<file path="config.mk">
export PLATFORM = sky130hd
export DESIGN_NAME = keypad_matrix_event_scanner_top
export DESIGN_NICKNAME = d
export VERILOG_FILES = /design/src/sv/kpes_pkg.sv /design/src/sv/kpes_event_queue.sv /design/src/sv/keypad_matrix_event_scanner_top.sv
export SDC_FILE = /design/constraint.sdc
export NUM_CORES = 2
export LEC_CHECK = 0
export ABC_AREA = 1
export BUFFER_PORTS_ARGS = -buffer_cell sky130_fd_sc_hd__buf_2
export CORE_UTILIZATION = 30
export DETAILED_ROUTE_END_ITERATION = 8
export PLACE_DENSITY_LB_ADDON = 0.25
export SKIP_CTS_REPAIR_TIMING = 1
export SYNTH_ARGS = -nofsm -noshare
export SYNTH_HDL_FRONTEND = slang
export SYNTH_SLANG_ARGS = --single-unit
</file>
<file path="constraint.sdc">
create_clock -name aclk -period 4.8 [get_ports aclk]
set_input_delay 0 -clock aclk [delete_from_list [all_inputs] [get_ports aclk]]
set_output_delay 0 -clock aclk [all_outputs]
set_load 0.05 [all_outputs]
</file>
<file path="src/sv/kpes_pkg.sv">
// Shared types, constants and helpers for the keypad matrix event scanner.
// No dependencies; imported by kpes_event_queue and the top level.
`default_nettype none

package kpes_pkg;

    localparam int MAX_ROWS     = 8;
    localparam int MAX_COLUMNS  = 8;
    localparam int EVENT_DEPTH  = 64;

    localparam int SLOT_COUNT   = MAX_ROWS * MAX_COLUMNS;
    localparam int SLOT_W       = $clog2(SLOT_COUNT);
    localparam int SLOT_CNT_W   = $clog2(SLOT_COUNT + 1);
    localparam int COL_W        = 3;
    localparam int ROW_W        = 3;
    localparam int CODE_W       = 8;
    localparam int FLAG_W       = 3;
    localparam int CFG_W        = 4;
    localparam int CFG_IDX_W    = 1;
    localparam int EV_PTR_W     = $clog2(EVENT_DEPTH);
    localparam int EV_CNT_W     = $clog2(EVENT_DEPTH + 1);
    localparam int WAITING_W    = 7;

    localparam logic [CFG_IDX_W-1:0] CFG_ROWS    = CFG_IDX_W'(0);
    localparam logic [CFG_IDX_W-1:0] CFG_COLUMNS = CFG_IDX_W'(1);

    localparam logic [CFG_W-1:0] ROWS_RESET    = CFG_W'(MAX_ROWS);
    localparam logic [CFG_W-1:0] COLUMNS_RESET = CFG_W'(MAX_COLUMNS);

    // per-key flag bits
    localparam logic [FLAG_W-1:0] FLAG_DOWN      = 3'b001;
    localparam logic [FLAG_W-1:0] FLAG_JUST_DOWN = 3'b010;
    localparam logic [FLAG_W-1:0] FLAG_JUST_UP   = 3'b100;

    typedef enum logic [2:0] {
        REQ_SCAN        = 3'd0,
        REQ_JUST_DOWN   = 3'd1,
        REQ_JUST_UP     = 3'd2,
        REQ_IS_DOWN     = 3'd3,
        REQ_IS_UP       = 3'd4,
        REQ_POP         = 3'd5,
        REQ_CLEAR       = 3'd6,
        REQ_LOAD        = 3'd7
    } req_type_t;

    typedef enum logic [1:0] {
        ST_OK        = 2'd0,
        ST_NOT_FOUND = 2'd1,
        ST_EMPTY     = 2'd2,
        ST_DROPPED   = 2'd3
    } status_t;

    typedef enum logic [2:0] {
        S_IDLE,
        S_EXEC,
        S_WALK,
        S_POP,
        S_RESP
    } state_t;

    typedef struct packed {
        logic              push;
        logic              pop;
        logic              clear;
        logic              kind;
        logic [CODE_W-1:0] code;
    } ev_ctl_t;

    typedef struct packed {
        logic [EV_CNT_W-1:0] count;
        logic                full;
        logic                empty;
    } ev_stat_t;

    // zero acts as one, anything above the maximum as the maximum
    function automatic logic [CFG_W-1:0] clamp_count(input logic [CFG_W-1:0] v,
                                                     input logic [CFG_W-1:0] max_v);
        logic [CFG_W-1:0] r;
        r = v;
        if (v == '0) begin
            r = CFG_W'(1);
        end else if (v > max_v) begin
            r = max_v;
        end
        return r;
    endfunction

endpackage

`default_nettype wire

</file>
<file path="src/sv/kpes_event_queue.sv">
// Event FIFO of the keypad scanner: one synchronous memory plus head, tail and count.
// Depends on kpes_pkg; pop data appears in the cycle after the pop request.
`default_nettype none

module kpes_event_queue
    import kpes_pkg::*;
(
    input  wire logic              aclk,
    input  wire logic              aresetn,
    input  wire ev_ctl_t           ctl,
    output ev_stat_t               stat,
    output logic                   rd_kind,
    output logic [CODE_W-1:0]      rd_code
);

    logic [CODE_W:0]       event_mem [EVENT_DEPTH];
    logic [CODE_W:0]       rd_data_reg;
    logic [EV_PTR_W-1:0]   head_reg, head_next;
    logic [EV_PTR_W-1:0]   tail_reg, tail_next;
    logic [EV_CNT_W-1:0]   count_reg, count_next;

    function automatic logic [EV_PTR_W-1:0] ptr_inc(input logic [EV_PTR_W-1:0] p);
        logic [EV_PTR_W-1:0] r;
        r = (p == EV_PTR_W'(EVENT_DEPTH - 1)) ? '0 : p + 1'b1;
        return r;
    endfunction

    always_comb begin
        head_next  = head_reg;
        tail_next  = tail_reg;
        count_next = count_reg;
        if (ctl.clear) begin
            head_next  = '0;
            tail_next  = '0;
            count_next = '0;
        end else if (ctl.push) begin
            tail_next  = ptr_inc(tail_reg);
            count_next = count_reg + 1'b1;
        end else if (ctl.pop) begin
            head_next  = ptr_inc(head_reg);
            count_next = count_reg - 1'b1;
        end
    end

    always_ff @(posedge aclk) begin
        if (!aresetn) begin
            head_reg  <= '0;
            tail_reg  <= '0;
            count_reg <= '0;
        end else begin
            head_reg  <= head_next;
            tail_reg  <= tail_next;
            count_reg <= count_next;
        end
    end

    always_ff @(posedge aclk) begin
        if (ctl.push && !ctl.clear) begin
            event_mem[tail_reg] <= {ctl.kind, ctl.code};
        end
        if (ctl.pop) begin
            rd_data_reg <= event_mem[head_reg];
        end
    end

    assign stat.count = count_reg;
    assign stat.full  = (count_reg == EV_CNT_W'(EVENT_DEPTH));
    assign stat.empty = (count_reg == '0);
    assign rd_kind    = rd_data_reg[CODE_W];
    assign rd_code    = rd_data_reg[CODE_W-1:0];

endmodule

`default_nettype wire

</file>
<file path="src/sv/keypad_matrix_event_scanner_top.sv">
// Keypad matrix event scanner: key flags and key codes in synchronous memories, event FIFO.
// A scan of an unused row skips the walk; a query stops at the first slot whose code matches.
// A query walks the code memory one slot a cycle; a scan walks one column a cycle.
// Throughput: one request at a time, the next taken the cycle after the result is loaded.
// Reset: flags read as zero, queue empty, rows and columns in use set to 8; codes undefined.
`default_nettype none

module keypad_matrix_event_scanner_top
    import kpes_pkg::*;
(
    input  wire logic                  aclk,
    input  wire logic                  aresetn,
    // configuration
    input  wire logic                  cfg_wr_en,
    input  wire logic [CFG_IDX_W-1:0]  cfg_index,
    input  wire logic [CFG_W-1:0]      cfg_wdata,
    // request channel
    input  wire logic                  s_valid,
    output logic                       s_ready,
    input  wire logic [2:0]            s_req_type,
    input  wire logic [ROW_W-1:0]      s_row_index,
    input  wire logic [MAX_COLUMNS-1:0] s_column_bits,
    input  wire logic [CODE_W-1:0]     s_key_code,
    input  wire logic                  s_clear_after,
    input  wire logic [5:0]            s_key_slot,
    // result channel
    output logic                       m_valid,
    input  wire logic                  m_ready,
    output logic [1:0]                 m_status,
    output logic                       m_flag_answer,
    output logic                       m_event_kind,
    output logic [CODE_W-1:0]          m_event_key,
    output logic [WAITING_W-1:0]       m_events_waiting
);

    localparam int ADDR_FULL_W = SLOT_CNT_W + 1;

    state_t                 state_reg, state_next;
    logic [CFG_W-1:0]       rows_reg, cols_reg;

    req_type_t              req_reg, req_next;
    logic [ROW_W-1:0]       row_reg, row_next;
    logic [MAX_COLUMNS-1:0] bits_reg, bits_next;
    logic [CODE_W-1:0]      code_reg, code_next;
    logic                   clr_reg, clr_next;
    logic [5:0]             slot_reg, slot_next;

    logic [SLOT_CNT_W-1:0]  idx_reg, idx_next;
    logic                   pend_reg, pend_next;
    logic [SLOT_W-1:0]      paddr_reg, paddr_next;
    logic [COL_W-1:0]       pcol_reg, pcol_next;
    logic [SLOT_COUNT-1:0]  valid_reg, valid_next;

    status_t                status_reg, status_next;
    logic                   answer_reg, answer_next;
    logic                   kind_reg, kind_next;
    logic [CODE_W-1:0]      ekey_reg, ekey_next;

    logic                   m_valid_reg, m_valid_next;
    logic [1:0]             m_status_reg, m_status_next;
    logic                   m_answer_reg, m_answer_next;
    logic                   m_kind_reg, m_kind_next;
    logic [CODE_W-1:0]      m_key_reg, m_key_next;
    logic [WAITING_W-1:0]   m_waiting_reg, m_waiting_next;

    // key state memories
    logic [FLAG_W-1:0]      flag_mem [SLOT_COUNT];
    logic [CODE_W-1:0]      code_mem [SLOT_COUNT];
    logic [FLAG_W-1:0]      flags_q;
    logic [CODE_W-1:0]      codes_q;
    logic                   mem_rd_en;
    logic [SLOT_W-1:0]      mem_rd_addr;
    logic                   flag_we;
    logic [FLAG_W-1:0]      flag_wdata;
    logic                   code_we;
    logic [SLOT_W-1:0]      code_waddr;

    ev_ctl_t                ev_ctl;
    ev_stat_t               ev_stat;
    logic                   ev_rd_kind;
    logic [CODE_W-1:0]      ev_rd_code;

    logic [CFG_W-1:0]       rows_eff, cols_eff;
    logic [SLOT_CNT_W-1:0]  slots_in_use, walk_limit;
    logic [ADDR_FULL_W-1:0] scan_addr;
    logic                   is_scan, row_in_use, walk_more, walk_done, code_hit, out_free;
    logic [FLAG_W-1:0]      cur_flags;

    kpes_event_queue u_queue (
        .aclk    (aclk),
        .aresetn (aresetn),
        .ctl     (ev_ctl),
        .stat    (ev_stat),
        .rd_kind (ev_rd_kind),
        .rd_code (ev_rd_code)
    );

    assign rows_eff     = clamp_count(rows_reg, CFG_W'(MAX_ROWS));
    assign cols_eff     = clamp_count(cols_reg, CFG_W'(MAX_COLUMNS));
    assign slots_in_use = SLOT_CNT_W'(rows_eff) * SLOT_CNT_W'(cols_eff);
    assign is_scan      = (req_reg == REQ_SCAN);
    assign row_in_use   = ({1'b0, row_reg} < rows_eff);
    assign walk_limit   = is_scan ? SLOT_CNT_W'(cols_eff) : slots_in_use;
    assign scan_addr    = ADDR_FULL_W'(row_reg) * ADDR_FULL_W'(cols_eff)
                        + ADDR_FULL_W'(idx_reg);
    assign walk_more    = (idx_reg < walk_limit);
    assign walk_done    = !walk_more && !pend_reg;
    assign cur_flags    = valid_reg[paddr_reg] ? flags_q : '0;
    assign code_hit     = pend_reg && !is_scan && (codes_q == code_reg);
    assign out_free     = !m_valid_reg || m_ready;

    // next state
    always_comb begin
        state_next = state_reg;
        case (state_reg)
            S_IDLE: begin
                if (s_valid) begin
                    state_next = S_EXEC;
                end
            end
            S_EXEC: begin
                case (req_reg)
                    REQ_SCAN:      state_next = row_in_use ? S_WALK : S_RESP;
                    REQ_JUST_DOWN: state_next = S_WALK;
                    REQ_JUST_UP:   state_next = S_WALK;
                    REQ_IS_DOWN:   state_next = S_WALK;
                    REQ_IS_UP:     state_next = S_WALK;
                    REQ_POP:       state_next = ev_stat.empty ? S_RESP : S_POP;
                    default:       state_next = S_RESP;
                endcase
            end
            S_WALK: begin
                if (code_hit || walk_done) begin
                    state_next = S_RESP;
                end
            end
            S_POP: begin
                state_next = S_RESP;
            end
            S_RESP: begin
                if (out_free) begin
                    state_next = S_IDLE;
                end
            end
            default: state_next = S_IDLE;
        endcase
    end

    // datapath and memory control
    always_comb begin
        req_next       = req_reg;
        row_next       = row_reg;
        bits_next      = bits_reg;
        code_next      = code_reg;
        clr_next       = clr_reg;
        slot_next      = slot_reg;
        idx_next       = idx_reg;
        pend_next      = 1'b0;
        paddr_next     = paddr_reg;
        pcol_next      = pcol_reg;
        valid_next     = valid_reg;
        status_next    = status_reg;
        answer_next    = answer_reg;
        kind_next      = kind_reg;
        ekey_next      = ekey_reg;
        m_valid_next   = m_valid_reg && !m_ready;
        m_status_next  = m_status_reg;
        m_answer_next  = m_answer_reg;
        m_kind_next    = m_kind_reg;
        m_key_next     = m_key_reg;
        m_waiting_next = m_waiting_reg;
        mem_rd_en      = 1'b0;
        mem_rd_addr    = idx_reg[SLOT_W-1:0];
        flag_we        = 1'b0;
        flag_wdata     = cur_flags;
        code_we        = 1'b0;
        code_waddr     = SLOT_W'(slot_reg);
        ev_ctl         = '0;
        s_ready        = (state_reg == S_IDLE);

        case (state_reg)
            S_IDLE: begin
                if (s_valid) begin
                    req_next  = req_type_t'(s_req_type);
                    row_next  = s_row_index;
                    bits_next = s_column_bits;
                    code_next = s_key_code;
                    clr_next  = s_clear_after;
                    slot_next = s_key_slot;
                end
            end
            S_EXEC: begin
                status_next = ST_OK;
                answer_next = 1'b0;
                kind_next   = 1'b0;
                ekey_next   = '0;
                idx_next    = '0;
                case (req_reg)
                    REQ_POP: begin
                        if (ev_stat.empty) begin
                            status_next = ST_EMPTY;
                        end else begin
                            ev_ctl.pop = 1'b1;
                        end
                    end
                    REQ_CLEAR: begin
                        ev_ctl.clear = 1'b1;
                        valid_next   = '0;
                    end
                    REQ_LOAD: begin
                        code_we = (int'(slot_reg) < SLOT_COUNT);
                    end
                    default: begin
                    end
                endcase
            end
            S_WALK: begin
                // read one slot a cycle, handle the previous one's data
                if (walk_more && !code_hit) begin
                    mem_rd_en   = 1'b1;
                    mem_rd_addr = is_scan ? scan_addr[SLOT_W-1:0] : idx_reg[SLOT_W-1:0];
                    idx_next    = idx_reg + 1'b1;
                    pend_next   = 1'b1;
                    paddr_next  = mem_rd_addr;
                    pcol_next   = idx_reg[COL_W-1:0];
                end
                if (pend_reg && is_scan) begin
                    if (bits_reg[pcol_reg] && !cur_flags[0]) begin
                        flag_we     = 1'b1;
                        flag_wdata  = cur_flags | FLAG_DOWN | FLAG_JUST_DOWN;
                        ev_ctl.kind = 1'b1;
                        ev_ctl.code = codes_q;
                        ev_ctl.push = !ev_stat.full;
                        if (ev_stat.full) begin
                            status_next = ST_DROPPED;
                        end
                    end else if (!bits_reg[pcol_reg] && cur_flags[0]) begin
                        flag_we     = 1'b1;
                        flag_wdata  = (cur_flags | FLAG_JUST_UP) & ~FLAG_DOWN;
                        ev_ctl.kind = 1'b0;
                        ev_ctl.code = codes_q;
                        ev_ctl.push = !ev_stat.full;
                        if (ev_stat.full) begin
                            status_next = ST_DROPPED;
                        end
                    end
                end
                if (code_hit) begin
                    case (req_reg)
                        REQ_JUST_DOWN: begin
                            answer_next = |(cur_flags & FLAG_JUST_DOWN);
                            flag_we     = clr_reg;
                            flag_wdata  = cur_flags & ~FLAG_JUST_DOWN;
                        end
                        REQ_JUST_UP: begin
                            answer_next = |(cur_flags & FLAG_JUST_UP);
                            flag_we     = 1'b1;
                            flag_wdata  = cur_flags & ~FLAG_JUST_UP;
                        end
                        REQ_IS_DOWN: answer_next = |(cur_flags & FLAG_DOWN);
                        default:     answer_next = ~|(cur_flags & FLAG_DOWN);
                    endcase
                end
                if (walk_done && !is_scan) begin
                    status_next = ST_NOT_FOUND;
                end
                if (flag_we) begin
                    valid_next[paddr_reg] = 1'b1;
                end
            end
            S_POP: begin
                kind_next = ev_rd_kind;
                ekey_next = ev_rd_code;
            end
            S_RESP: begin
                if (out_free) begin
                    m_valid_next   = 1'b1;
                    m_status_next  = status_reg;
                    m_answer_next  = answer_reg;
                    m_kind_next    = kind_reg;
                    m_key_next     = ekey_reg;
                    m_waiting_next = WAITING_W'(ev_stat.count);
                end
            end
            default: begin
            end
        endcase
    end

    // control state
    always_ff @(posedge aclk) begin
        if (!aresetn) begin
            state_reg   <= S_IDLE;
            rows_reg    <= ROWS_RESET;
            cols_reg    <= COLUMNS_RESET;
            pend_reg    <= 1'b0;
            valid_reg   <= '0;
            m_valid_reg <= 1'b0;
        end else begin
            state_reg   <= state_next;
            pend_reg    <= pend_next;
            valid_reg   <= valid_next;
            m_valid_reg <= m_valid_next;
            if (cfg_wr_en) begin
                case (cfg_index)
                    CFG_ROWS:    rows_reg <= cfg_wdata;
                    CFG_COLUMNS: cols_reg <= cfg_wdata;
                    default: begin
                    end
                endcase
            end
        end
    end

    // payload
    always_ff @(posedge aclk) begin
        req_reg       <= req_next;
        row_reg       <= row_next;
        bits_reg      <= bits_next;
        code_reg      <= code_next;
        clr_reg       <= clr_next;
        slot_reg      <= slot_next;
        idx_reg       <= idx_next;
        paddr_reg     <= paddr_next;
        pcol_reg      <= pcol_next;
        status_reg    <= status_next;
        answer_reg    <= answer_next;
        kind_reg      <= kind_next;
        ekey_reg      <= ekey_next;
        m_status_reg  <= m_status_next;
        m_answer_reg  <= m_answer_next;
        m_kind_reg    <= m_kind_next;
        m_key_reg     <= m_key_next;
        m_waiting_reg <= m_waiting_next;
    end

    // flag and code memories, registered read
    always_ff @(posedge aclk) begin
        if (flag_we) begin
            flag_mem[paddr_reg] <= flag_wdata;
        end
        if (mem_rd_en) begin
            flags_q <= flag_mem[mem_rd_addr];
        end
    end

    always_ff @(posedge aclk) begin
        if (code_we) begin
            code_mem[code_waddr] <= code_reg;
        end
        if (mem_rd_en) begin
            codes_q <= code_mem[mem_rd_addr];
        end
    end

    assign m_valid          = m_valid_reg;
    assign m_status         = m_status_reg;
    assign m_flag_answer    = m_answer_reg;
    assign m_event_kind     = m_kind_reg;
    assign m_event_key      = m_key_reg;
    assign m_events_waiting = m_waiting_reg;

    a_no_push_when_full: assert property (@(posedge aclk) disable iff (!aresetn)
        ev_ctl.push |-> !ev_stat.full)
        else $error("event pushed into a full queue");

    a_no_push_and_pop: assert property (@(posedge aclk) disable iff (!aresetn)
        !(ev_ctl.push && ev_ctl.pop))
        else $error("push and pop in the same cycle");

    a_pend_in_walk: assert property (@(posedge aclk) disable iff (!aresetn)
        pend_reg |-> (state_reg == S_WALK))
        else $error("pending memory read outside the slot walk");

    a_clear_empties: assert property (@(posedge aclk) disable iff (!aresetn)
        (state_reg == S_EXEC && req_reg == REQ_CLEAR) |=>
            (valid_reg == '0 && ev_stat.count == '0))
        else $error("clear left flags or events behind");

    a_count_bound: assert property (@(posedge aclk) disable iff (!aresetn)
        ev_stat.count <= EV_CNT_W'(EVENT_DEPTH))
        else $error("event count above queue depth");

endmodule

`default_nettype wire
</file>
==> reports/results.txt <==
Synth top area share = 65.8%
layout cells sized above 1 = 13.8%
Worst-path clk slew = 60 ps
post-synthesis simple-gate area fraction = 16.8%
xor/xnor share of the synthesized area = 0.223%
Placed Cells = 8,553
HP Class = in -> reg
die area = 0.211 mm2
Die X = 459 um
Layout fillers = 20,300
initial drt markers = 3,738
Worst Path Required = 5480 ps
CP Capture Point = codes_q[6]
Initial Utilization = 30.2%
final worst path period share = 111%
worst-margin pin slew = 1060 ps
main combinational cell family by area after synthesis = simple AND/OR/NAND/NOR gates
EDFF count, synth = 1,376
DRC viols = 0
First-pass DRT Iterations = 6
Worst setup EP type = flop
Reg2Reg Depth = 27
grt ovf = 0
Avg Cell Area, Syn = 10.9 um2
area occupied by multi-input gates = 0.0165 mm2
die height = 459 um
synthesis warning total = 0
commonest non-fill, non-tap cell in the layout = edfxtp_1
adder-cell share of the synthesized area = 1.07%
Worst R2R End = codes_q[6]
vias in the first global route = 41,300
CTS sink count = 1,472
failing checks = setup timing
setup_tns = -5090 ps
root buffer cell = clkbuf_16
Final Hold Viols = 0
largest net degree at the start of global routing = 189
row cnt = 167
first-pass GRT wire length = 265,000 um
H-tree depth = 4
commonest cells after routing, fill and taps aside = edfxtp_1 (1,376), nand2_1 (1,008), inv_1 (732)
Routed Antenna Nets = 0
Bufs on Longest Clock Path = 3
Regs by FF count = u_queue.event_mem x576, code_mem x512, flag_mem x192
Final setup viols = 11
status = complete, but fails checks
Crit. Startpoint = rows_reg[1]
Max-slew headroom = 29.3%
max-cap violations = 0
TritonCTS clock tree = built
Slew Limit Fails = 0
startpoint class of the critical path = flop
DR WL/cell = 20.5 um
Top reg by flops = u_queue.event_mem
multiplexer share of the synthesized area = 0%
Compound-Gate Fraction of Synth Area = 6.28%
Cell Pwr Density = 450 mW/mm2
Synth area leader = edfxtp_1
clk_lat worst skew = 810 ps
Syn Inst Count = 5,754
Critical Path Fanout Max = 16
initial antenna violation count = 3
Design Area, Final = 0.0763 mm2
TritonCTS Buffers = 162
Area Overhead vs Synth = 21.6%
Sequential Area = 0.0433 mm2
non-filler cells, final = 9,010
boundary pin count = 60
Synth cell types = 54
skew final = 46.2 ps
number of vias per cell = 4.84
hpwl dp = 109,000 um
post-layout min period = 5320 ps
CP Class = reg -> reg
Synth area leaders = edfxtp_1 (66%), nand2_1 (6.1%), nand3_1 (6.0%)
R2R setup slack = -520 ps
ys async rst share = 0%
Max IR drop VDD = 0.353 mV
Synth Cell Area = 0.0627 mm2
Peak Freq = 0.188 GHz
ys flop type = edfxtp_1
Post-Route WL = 184,000 um
via count = 43,600
routability cong. = 0.842
Cell Area, Placed = 0.0679 mm2
leakage = 27.3 nW
max FFs per register = 576
final worst setup slack = -521 ps
flops & latches, synth = 1,472
unrepaired setup endpoints after global routing = true
Seq/Total Area, Yosys = 68.9%
GRT Util Overall = 16.5%
syn_nets = 5,840
CP arrival = 6000 ps
PortBufs = 59
Post-layout nets = 6,180
core footprint = 0.207 mm2
worst flop-to-flop path startpoint = rows_reg[1]
-- cell usage after synthesis (2+ instances only) --
| cell type | instances |
|---|---|
| o21ai_0 | 338 |
| dfxtp_1 | 96 |
| inv_2 | 9 |
| o21ai_1 | 3 |
| o22ai_1 | 101 |
| nand3b_1 | 11 |
| fa_1 | 11 |
| clkinv_1 | 15 |
| o21ai_2 | 2 |
| clkbuf_1 | 188 |
| buf_2 | 80 |
| buf_1 | 8 |
| nor4_1 | 5 |
| xor2_1 | 8 |
| a21oi_1 | 100 |
| a211oi_1 | 2 |
| a221o_1 | 5 |
| nand2_2 | 4 |
| edfxtp_1 | 1376 |
| nand2_1 | 1025 |
| a31oi_1 | 33 |
| o32ai_1 | 2 |
| ha_1 | 36 |
| o221ai_1 | 63 |
| a221oi_1 | 2 |
| inv_1 | 737 |
| o2111ai_1 | 2 |
| nand3_1 | 757 |
| buf_4 | 27 |
| nor2_4 | 2 |
| o21ai_4 | 2 |
| nor3_1 | 86 |
| xnor2_1 | 8 |
| nand4_1 | 15 |
| nor2_1 | 558 |
| buf_6 | 4 |
| nor3b_1 | 2 |
| o211ai_1 | 15 |
-- power breakdown --
part | switching (mW) | leakage, nW | internal [mW]
Clock | 5.13 | 2.50 | 7.05
Combinational | 4.77 | 12.8 | 2.93
Sequential | 0.173 | 12.0 | 14.3
-- cells by family after synthesis --
family                   after synthesis
AO/OA/AOI/OAI                        677
XOR/XNOR                              16
flip-flops                          1472
adder cells (fa/ha/maj)               47
buffers and inverters               1068
AND/OR/NAND/NOR                     2474
-- critical path, stage by stage (launching register included) --
cell and delay, ps:
dfxtp_2 320, o21ai_2 170, nand3_2 90, fa_1 540, inv_1 50, fa_1 500, fa_2 370, nand2_2 80
nand2_2 60, a21oi_2 120, xor2_1 200, inv_1 80, nand2_2 80, ha_4 210, nand2_4 60, nor2_2 40
a211oi_2 250, buf_4 180, buf_12 100, nand3_4 140, buf_4 180, or2_1 230, o21ai_4 160, buf_4 360
nand3_1 200, nand3_1 210, nand3_1 110, nand2_1 80
-- worst min path at each step --
| stage | depth (start not counted) | from | end |
|---|---|---|---|
| 6_report | 4 | cfg_wdata[0] | rows_reg[0] |
| 3_5_place_dp | 1 | s_column_bits[5] | bits_reg[5] |
| 4_1_cts | 1 | s_key_slot[5] | code_waddr[5] |
| 3_3_place_gp | 1 | s_column_bits[3] | bits_reg[3] |
| 2_1_floorplan | 1 | aresetn | cols_reg[3] |
| 5_1_grt | 5 | m_ready | m_valid |
-- per-layer routing --
layer / GRT usage [%] / up-vias / share of wire [%]
met5: 0 / - / 0
met1: 23.0 / 21600 / 45
met2: 26.7 / 1231 / 47
met4: 4.36 / 0 / 2.3
met3: 2.67 / 246 / 5.4
li1: - / 20500 / -
-- cell type report --
class / count / share of cell area (%)
repair buffers: 482 / 6.61
diodes: 2 / 0.00656
inverters: 761 / 3.78
clock buffers: 206 / 5.65
flip-flops and latches: 1472 / 56.7
well taps: 2788 / 4.57
multi-input cells: 3215 / 21.6
clock inverters: 84 / 1.07
-- metrics by stage --
step           power [mW]  hold WS [ps]  worst slack [ps]  util (%)
2_1_floorplan        18.2          98.6               107         -
3_3_place_gp         20.8           179              -819      32.7
3_5_place_dp         20.8           178              -785      32.7
4_1_cts              33.0          -687              -769      35.2
5_1_grt              35.6          28.2              -677      36.8
6_report             34.4          55.0              -521      36.8
(Power assumes the default switching activity.)
